## config.mk

```make
export PLATFORM = sky130hd
export DESIGN_NAME = lcd_4bit_command_sequencer
export DESIGN_NICKNAME = d
export VERILOG_FILES = /design/src/rtl/lcd4_pkg.sv /design/src/rtl/lcd4_front.sv /design/src/rtl/lcd4_queue.sv /design/src/rtl/lcd4_back.sv /design/src/rtl/lcd_4bit_command_sequencer.sv
export SDC_FILE = /design/constraint.sdc
export NUM_CORES = 1
export LEC_CHECK = 0
export ABC_CLOCK_PERIOD_IN_PS = 7090
export BUFFER_PORTS_ARGS = -buffer_cell sky130_fd_sc_hd__buf_2
export CAP_MARGIN = 10
export CORE_MARGIN = 1.5
export CORE_UTILIZATION = 50
export CTS_CLUSTER_SIZE = 25
export DETAILED_ROUTE_END_ITERATION = 10
export PLACE_DENSITY_LB_ADDON = 0.2
export SLEW_MARGIN = 20
export SYNTH_ARGS = -nofsm -noshare
export SYNTH_HDL_FRONTEND = slang
export SYNTH_HIERARCHICAL = 1
export SYNTH_SLANG_ARGS = --single-unit
```

## constraint.sdc

```tcl
create_clock -name clk -period 7.09 [get_ports clk]
set_input_delay 0 -clock clk [delete_from_list [all_inputs] [get_ports clk]]
set_output_delay 0 -clock clk [all_outputs]
set_load 0.05 [all_outputs]
```

## src/rtl/lcd4_pkg.sv

```systemverilog
// Shared types and constants for the 4-bit character LCD command sequencer.
`timescale 1ns / 1ps

package lcd4_pkg;

	localparam int unsigned QUEUE_DEPTH_DEF = 4;
	localparam int unsigned INIT_LEN        = 14;

	localparam logic [7:0]  FUNC_SET_CMD  = 8'h28;
	localparam logic [7:0]  CURSOR_BASE   = 8'h80;
	localparam logic [3:0]  RESET_NIBBLE  = 4'h3;
	localparam logic [3:0]  FOURBIT_NIBBLE = 4'h2;
	localparam logic [12:0] WAIT_POWERUP  = 13'd4100;
	localparam logic [12:0] WAIT_RESET    = 13'd100;
	localparam logic [12:0] WAIT_CLEAR    = 13'd1520;
	localparam logic [12:0] WAIT_CMD      = 13'd37;
	localparam logic [12:0] WAIT_NONE     = 13'd0;

	typedef enum logic [1:0] {
		KIND_DATA   = 2'd0,
		KIND_INSTR  = 2'd1,
		KIND_CURSOR = 2'd2,
		KIND_INIT   = 2'd3
	} kind_t;

	typedef enum logic [1:0] {
		REG_DISPLAY_OFF = 2'd0,
		REG_CLEAR       = 2'd1,
		REG_ENTRY_MODE  = 2'd2,
		REG_DISPLAY_ON  = 2'd3
	} cfg_reg_t;

	typedef enum logic {
		OP_BYTE = 1'b0,
		OP_INIT = 1'b1
	} op_t;

	typedef struct packed {
		logic [1:0] kind;
		logic [7:0] value;
		logic       row;
		logic [5:0] column;
	} request_t;

	typedef struct packed {
		logic        reg_select;
		logic [3:0]  nibble;
		logic [12:0] settle_us;
		logic        last;
	} result_t;

	typedef struct packed {
		op_t        op;
		logic       rs;
		logic [7:0] data;
	} desc_t;

endpackage

```

## src/rtl/lcd4_front.sv

```systemverilog
// Front end: classifies an accepted request into a byte or an initialize job.
`timescale 1ns / 1ps

module lcd4_front (
	input  lcd4_pkg::request_t request,
	output lcd4_pkg::desc_t    desc
);
	import lcd4_pkg::*;

	always_comb begin
		desc.op   = OP_BYTE;
		desc.rs   = 1'b0;
		desc.data = request.value;
		case (kind_t'(request.kind))
			KIND_DATA: begin
				desc.rs = 1'b1;
			end
			KIND_INSTR: begin
				desc.rs = 1'b0;
			end
			KIND_CURSOR: begin
				// The column stays below 64, so it fills only bits 5:0; the row sits in bit 6 and the base in bit 7.
				desc.data = CURSOR_BASE | {1'b0, request.row, request.column};
			end
			KIND_INIT: begin
				desc.op = OP_INIT;
			end
			default: begin
				desc.op = OP_BYTE;
			end
		endcase
	end

endmodule

```

## src/rtl/lcd4_queue.sv

```systemverilog
// Small job queue between the front end and the nibble sequencer.
`timescale 1ns / 1ps

module lcd4_queue #(
	parameter int unsigned DEPTH = lcd4_pkg::QUEUE_DEPTH_DEF
) (
	input  logic            clk,
	input  logic            arst_n,
	input  logic            wr_en,
	input  lcd4_pkg::desc_t wr_data,
	output logic            full,
	input  logic            rd_en,
	output logic            rd_valid,
	output lcd4_pkg::desc_t rd_data
);
	import lcd4_pkg::*;

	localparam int unsigned AW = (DEPTH > 1) ? $clog2(DEPTH) : 1;
	localparam int unsigned CW = $clog2(DEPTH + 1);
	localparam logic [AW-1:0] LAST_PTR = AW'(DEPTH - 1);
	localparam logic [CW-1:0] FULL_CNT = CW'(DEPTH);

	desc_t         mem_q [DEPTH];
	logic [AW-1:0] wr_ptr_q;
	logic [AW-1:0] rd_ptr_q;
	logic [CW-1:0] count_q;
	logic          do_wr;
	logic          do_rd;

	assign full     = (count_q == FULL_CNT);
	assign rd_valid = (count_q != '0);
	assign rd_data  = mem_q[rd_ptr_q];
	assign do_wr    = wr_en & ~full;
	assign do_rd    = rd_en & rd_valid;

	always_ff @(posedge clk) begin
		if (do_wr) begin
			mem_q[wr_ptr_q] <= wr_data;
		end
	end

	always_ff @(posedge clk or negedge arst_n) begin
		if (!arst_n) begin
			wr_ptr_q <= '0;
			rd_ptr_q <= '0;
			count_q  <= '0;
		end else begin
			if (do_wr) begin
				wr_ptr_q <= (wr_ptr_q == LAST_PTR) ? '0 : wr_ptr_q + 1'b1;
			end
			if (do_rd) begin
				rd_ptr_q <= (rd_ptr_q == LAST_PTR) ? '0 : rd_ptr_q + 1'b1;
			end
			if (do_wr && !do_rd) begin
				count_q <= count_q + 1'b1;
			end else if (do_rd && !do_wr) begin
				count_q <= count_q - 1'b1;
			end
		end
	end

endmodule

```

## src/rtl/lcd4_back.sv

```systemverilog
// Back end: command registers, sequencer: one nibble beat per cycle unless stalled.
`timescale 1ns / 1ps

module lcd4_back (
	input  logic              clk,
	input  logic              arst_n,
	input  logic              cfg_we,
	input  logic [1:0]        cfg_addr,
	input  logic [7:0]        cfg_wdata,
	input  logic              job_valid,
	input  lcd4_pkg::desc_t   job,
	output logic              job_take,
	output logic              empty,
	input  logic              pop,
	output lcd4_pkg::result_t result
);
	import lcd4_pkg::*;

	localparam logic [3:0] LAST_INIT_STEP = 4'(INIT_LEN - 1);

	logic [7:0] display_off_q;
	logic [7:0] clear_q;
	logic [7:0] entry_mode_q;
	logic [7:0] display_on_q;

	desc_t      cur_q;
	logic       cur_valid_q;
	logic [3:0] step_q;
	result_t    out_q;
	logic       out_valid_q;

	logic       advance;
	logic       emit;
	logic       last_step;
	logic [2:0] byte_sel;
	logic [7:0] init_byte;
	result_t    beat;

	assign advance   = ~out_valid_q | pop;
	assign emit      = cur_valid_q & advance;
	assign last_step = (cur_q.op == OP_INIT) ? (step_q == LAST_INIT_STEP) : step_q[0];
	assign job_take  = job_valid & (~cur_valid_q | (emit & last_step));
	assign byte_sel  = step_q[3:1];
	assign empty     = ~out_valid_q;
	assign result    = out_q;

	always_comb begin
		case (byte_sel)
			3'd2:    init_byte = FUNC_SET_CMD;
			3'd3:    init_byte = display_off_q;
			3'd4:    init_byte = clear_q;
			3'd5:    init_byte = entry_mode_q;
			default: init_byte = display_on_q;
		endcase
	end

	always_comb begin
		beat.reg_select = cur_q.rs;
		beat.nibble     = step_q[0] ? cur_q.data[3:0] : cur_q.data[7:4];
		beat.settle_us  = WAIT_NONE;
		beat.last       = last_step;
		if (cur_q.op == OP_INIT) begin
			beat.reg_select = 1'b0;
			case (step_q)
				4'd0: begin
					beat.nibble    = RESET_NIBBLE;
					beat.settle_us = WAIT_POWERUP;
				end
				4'd1, 4'd2: begin
					beat.nibble    = RESET_NIBBLE;
					beat.settle_us = WAIT_RESET;
				end
				4'd3: begin
					beat.nibble    = FOURBIT_NIBBLE;
					beat.settle_us = WAIT_RESET;
				end
				default: begin
					beat.nibble = step_q[0] ? init_byte[3:0] : init_byte[7:4];
					if (step_q[0]) begin
						beat.settle_us = (byte_sel == 3'd4) ? WAIT_CLEAR : WAIT_CMD;
					end
				end
			endcase
		end
	end

	always_ff @(posedge clk or negedge arst_n) begin
		if (!arst_n) begin
			display_off_q <= 8'h08;
			clear_q       <= 8'h01;
			entry_mode_q  <= 8'h06;
			display_on_q  <= 8'h0c;
		end else if (cfg_we) begin
			case (cfg_reg_t'(cfg_addr))
				REG_DISPLAY_OFF: display_off_q <= cfg_wdata;
				REG_CLEAR:       clear_q       <= cfg_wdata;
				REG_ENTRY_MODE:  entry_mode_q  <= cfg_wdata;
				REG_DISPLAY_ON:  display_on_q  <= cfg_wdata;
				default:         display_on_q  <= display_on_q;
			endcase
		end
	end

	always_ff @(posedge clk) begin
		if (job_take) begin
			cur_q <= job;
		end
		if (emit) begin
			out_q <= beat;
		end
	end

	always_ff @(posedge clk or negedge arst_n) begin
		if (!arst_n) begin
			cur_valid_q <= 1'b0;
			step_q      <= '0;
			out_valid_q <= 1'b0;
		end else begin
			if (job_take) begin
				cur_valid_q <= 1'b1;
				step_q      <= '0;
			end else if (emit && last_step) begin
				cur_valid_q <= 1'b0;
			end else if (emit) begin
				step_q <= step_q + 1'b1;
			end
			if (emit) begin
				out_valid_q <= 1'b1;
			end else if (pop) begin
				out_valid_q <= 1'b0;
			end
		end
	end

endmodule

```

## src/rtl/lcd_4bit_command_sequencer.sv

```systemverilog
// Top level of the 4-bit character LCD command sequencer.
//
//   Channel   Handshake           Payload
//   request   push / full         request (kind, value, row, column)
//   result    empty / pop         result (reg_select, nibble, settle_us, last)
//   config    cfg_we              cfg_addr, cfg_wdata
//
// The sequencer emits one beat per cycle unless a held result is not popped: two beats for
// a byte request and fourteen for an initialize, set by its single step counter.
// A request can be taken every cycle until the job queue of QUEUE_DEPTH entries fills.
// A held result only stops the sequencer; the queue keeps taking requests.
// Reset clears the queue, the sequencer and the output register, and loads
// the default command bytes.
`timescale 1ns / 1ps

module lcd_4bit_command_sequencer #(
	parameter int unsigned QUEUE_DEPTH = lcd4_pkg::QUEUE_DEPTH_DEF
) (
	input  logic               clk,
	input  logic               arst_n,
	input  logic               push,
	output logic               full,
	input  lcd4_pkg::request_t request,
	output logic               empty,
	input  logic               pop,
	output lcd4_pkg::result_t  result,
	input  logic               cfg_we,
	input  logic [1:0]         cfg_addr,
	input  logic [7:0]         cfg_wdata
);
	import lcd4_pkg::*;

	desc_t front_desc;
	desc_t queue_desc;
	logic  queue_valid;
	logic  queue_take;

	lcd4_front u_front (
		.request (request),
		.desc    (front_desc)
	);

	lcd4_queue #(
		.DEPTH (QUEUE_DEPTH)
	) u_queue (
		.clk      (clk),
		.arst_n   (arst_n),
		.wr_en    (push),
		.wr_data  (front_desc),
		.full     (full),
		.rd_en    (queue_take),
		.rd_valid (queue_valid),
		.rd_data  (queue_desc)
	);

	lcd4_back u_back (
		.clk       (clk),
		.arst_n    (arst_n),
		.cfg_we    (cfg_we),
		.cfg_addr  (cfg_addr),
		.cfg_wdata (cfg_wdata),
		.job_valid (queue_valid),
		.job       (queue_desc),
		.job_take  (queue_take),
		.empty     (empty),
		.pop       (pop),
		.result    (result)
	);

endmodule

```

==> impl_metrics.py <==
metrics = {
    "run_status": {
        "status": "finished, final reports clean",
    },
    "global_route": {
        "pin_count_of_the_biggest_net_entering_global_routing": 46,
        "globalRoute.totalOverflow": 0,
        "global_route_wire_length_before_repair_um": 14210,
        "overall_track_demand_over_capacity_in_global_routing_pct": 18.22,
        "grt_pass1_vias": 2842,
        "grt_antenna_before_repair": 0,
    },
    "floorplan": {
        "horiz_die_dim_um": 102.9,
        "effective_utilization_at_floorplan_pct": 51.30,
        "std_cell_rows": 36,
        "core_area_um2": 9729,
        "die-area_um2": 10590,
        "num_io_pins": 53,
        "fp.dieH_um": 102.9,
    },
    "synthesis": {
        "ys_async_sr_fraction_pct": 42.06,
        "synth_seq_cells": 107,
        "synth_sequential_area_ratio_pct": 60.02,
        "dominantRegCellSynth": "sky130_fd_sc_hd__edfxtp_1",
        "synth_warnings": 6,
        "synth_top_cell_area_share_pct": 37.30,
        "synth_top_cells_by_count": "sky130_fd_sc_hd__edfxtp_1 (62), sky130_fd_sc_hd__dfrtp_1 (39), sky130_fd_sc_hd__mux2_2 (35)",
        "synth.lib_cells_used.distinct": 59,
        "synthMostInstantiatedCell": "sky130_fd_sc_hd__edfxtp_1",
        "syn-cell-area_um2": 4991,
        "synth-edff-count": 62,
        "synth.top_cells.by_area": "sky130_fd_sc_hd__edfxtp_1 (37%), sky130_fd_sc_hd__dfrtp_1 (20%), sky130_fd_sc_hd__mux2_2 (7.9%)",
        "synth_cells": 325,
        "synthDominantAreaCellType": "sky130_fd_sc_hd__edfxtp_1",
        "avg_cell_area_syn_um2": 15.36,
    },
    "cells_and_area": {
        "design_area_um2": 5697,
        "area_growth_pct": 14.14,
        "finalCoreUtilization_pct": 58.55,
        "final_cells": 530,
        "layout-drive-gt1-share_pct": 36.02,
        "fin_nets": 435,
        "antenna-diode-count": 0,
    },
    "placed_design": {
        "place_congestion": 0.8165,
        "dp_hpwl_um": 5911,
        "port_buffers": 48,
        "dp.cells": 488,
        "detailed_place.area_um2": 5243,
    },
    "drt": {
        "detail_route.vias_per_cell": 5.264,
        "drtAntennaViolNets": 0,
        "post-route-drc-count": 0,
        "dr.pass1.iters": 4,
        "wire_per_inst_um": 16.39,
        "dr_vias": 2790,
        "detail_route.wirelength_um": 8688,
        "drt_iter0_drc": 68,
    },
    "critical_path": {
        "crit_arrival_ps": 3800,
        "crit_path_max_fanout": 17,
        "worst_path_largest_cell_delay_ps": 590,
        "end_kind": "register",
        "worst_path_cell_trace": "inv_1, ha_1, nand4_1, nor2b_4, o21ai_0, and2_1, nand2_4, ha_1, inv_1, fa_1, mux2_2",
        "critical-path-top-delay-family": "simple AND/OR/NAND/NOR gates",
        "timing.setup.critical_path_class": "reg -> reg",
        "timing.critical_path.from_type": "register",
        "crit_required_ps": 7350,
        "path_buf_inv": 2,
        "cpMaxStageDelayCell": "sky130_fd_sc_hd__dfrtp_1",
    },
    "timing": {
        "final_min_period_over_clock_period_pct": 49.97,
        "finalHoldViolations": 0,
        "time_the_worst_path_needs_with_i_o_delays_and_setup_ps": 3543,
        "worst-slew-pin-transition_ps": 972.6,
        "finClkSkew_ps": 11.29,
        "rsz_0062_raised_after_global_routing": "false",
        "finalSetupViolations": 0,
        "fin_tns_setup_ps": 0,
        "maxClockFrequency_mhz": 282.3,
        "max_slew_violation_count": 0,
        "timing.max_slew.rel_slack_pct": 35.16,
        "hold_ws_ps": 20.00,
    },
    "clocking": {
        "worst_skew_pair.late_latency_ps": 360,
        "post-cts-setup-buffers": 0,
        "clock_path_buffers": 2,
        "cts.reportedPaths.clkPinSlew_ps": 90,
        "cts.sinks": 107,
        "cts_htree_levels": 3,
        "tritoncts": "yes",
        "cts_made_buffers": 9,
        "postCtsResizedCells": 0,
        "cts-root-buf": "sky130_fd_sc_hd__clkbuf_8",
    },
    "job": {
        "cap_violations": 0,
    },
    "power_and_ir_drop": {
        "p_leak_nw": 2.243,
        "powerDensity_nw_per_um2": 357.7,
        "vdd_drop_max_v": 0.0001523,
    },
    "worst_hold_path": {
        "worst_hold_path_type": "in -> reg",
    },
}
[flip-flops by register name, indices dropped and copies added (netlist names)]
name                  cells
u_back/display_off_q      8
u_back/clear_q            8
u_back/display_on_q       8
u_queue/wr_ptr_q          2
u_back/entry_mode_q       8
u_back/cur_valid_q        1
u_back/step_q             4
u_queue/rd_ptr_q          2
u_queue/mem_q            40
u_back/out_valid_q        1
u_back/result            12
u_back/cur_q             10
u_queue/count_q           3
[through the flow]
stage | power [mW] | setup slack (ps)
6_report | 2.038 | 3547
5_1_grt | 2.170 | 3291
4_1_cts | 2.066 | 3536
3_5_place_dp | 1.680 | 3545
3_3_place_gp | 1.658 | 3680
2_1_floorplan | 1.538 | 4357
[kinds of logic (layout without fill, tap and decap cells)]
family          count (synthesis)  in the layout  synth area share [%]
buf+inv                        30             99                 4.011
other cells                     1              4               0.07513
simple gates                   63             63                 8.824
flops                         107            107                 60.02
mux                            62             62                 16.92
fa+ha+maj                      11             11                 2.908
compound gates                 45             45                 6.193
xor+xnor                        6              6                 1.053
[area by class of cell]
class	instances	area [um2]
Clock buffer	11	131.4
Timing Repair Buffer	74	503.0
Fill cell	812	4033
Tap cell	133	166.4
Clock inverter	5	60.06
Inverter	9	33.78
Multi-Input combinational cell	191	1807
Sequential cell	107	2995
[path summary, 6_finish.rpt]
path | from | end | slack [ps] | depth (start not counted)
min in group asynchronous | arst_n | u_queue/count_q[2]$_DFFE_PN0P_ | 160 | 2
min | pop | u_back/out_valid_q$_DFFE_PN0P_ | 20 | 3
min reg2reg | u_back/clear_q[3]$_DFFE_PN0P_ | u_back/clear_q[3]$_DFFE_PN0P_ | 510 | 1
max in group asynchronous | arst_n | u_back/display_on_q[2]$_DFFE_PN1P_ | 6520 | 2
max | u_back/step_q[1]$_DFFE_PN0P_ | u_queue/count_q[1]$_DFFE_PN0P_ | 3550 | 11
max reg2reg | u_back/step_q[1]$_DFFE_PN0P_ | u_queue/count_q[1]$_DFFE_PN0P_ | 3550 | 11
[where the power goes]
group	internal (mW)	switching (mW)
clock network	0.166	0.202
registers	0.841	0.156
logic	0.318	0.355
[cell usage in the layout (no fill, tap or decap), types with 3 or more instances in the layout]
| cell | Yosys | routed |
|---|---|---|
| sky130_fd_sc_hd__clkbuf_8 | 0 | 9 |
| sky130_fd_sc_hd__inv_1 | 8 | 8 |
| sky130_fd_sc_hd__ha_1 | 10 | 10 |
| sky130_fd_sc_hd__nand2b_1 | 3 | 3 |
| sky130_fd_sc_hd__a31oi_1 | 3 | 3 |
| sky130_fd_sc_hd__mux4_2 | 10 | 10 |
| sky130_fd_sc_hd__edfxtp_1 | 62 | 62 |
| sky130_fd_sc_hd__and2_2 | 5 | 5 |
| sky130_fd_sc_hd__nand2_1 | 5 | 5 |
| sky130_fd_sc_hd__a211oi_1 | 5 | 5 |
| sky130_fd_sc_hd__o22ai_1 | 3 | 3 |
| sky130_fd_sc_hd__o21ai_0 | 10 | 10 |
| sky130_fd_sc_hd__buf_2 | 4 | 47 |
| sky130_fd_sc_hd__mux2_2 | 35 | 35 |
| sky130_fd_sc_hd__dlygate4sd3_1 | 0 | 26 |
| sky130_fd_sc_hd__nor2b_1 | 3 | 3 |
| sky130_fd_sc_hd__xnor2_1 | 4 | 4 |
| sky130_fd_sc_hd__dfrtp_1 | 39 | 39 |
| sky130_fd_sc_hd__and3_1 | 4 | 4 |
| sky130_fd_sc_hd__conb_1 | 1 | 4 |
| sky130_fd_sc_hd__nor3_1 | 4 | 4 |
| sky130_fd_sc_hd__dfstp_2 | 6 | 6 |
| sky130_fd_sc_hd__a22o_1 | 3 | 3 |
| sky130_fd_sc_hd__nor2_1 | 14 | 14 |
| sky130_fd_sc_hd__mux2_4 | 11 | 11 |
| sky130_fd_sc_hd__mux2i_1 | 6 | 6 |
| sky130_fd_sc_hd__a21oi_1 | 8 | 8 |
[layer usage]
layer	up-vias	track usage, %	routed length, um
met4	0	7.173	127
met2	51	31.53	4498
met1	1379	22.93	3803
met5	-	0	0
li1	1350	-	-
met3	10	3.119	259
[tightest hold or removal path, stage by stage]
cell and delay [ps]:
sky130_fd_sc_hd__buf_2 70, sky130_fd_sc_hd__nand2b_1 200, sky130_fd_sc_hd__nand2b_1 80
[repair_timing]
item | CTS | global route
hold endpoints to repair | 110 | 0
hold buffers | 26 | 0
endpoints found under the setup margin | 0 | 0
(Power assumes the default switching activity.)
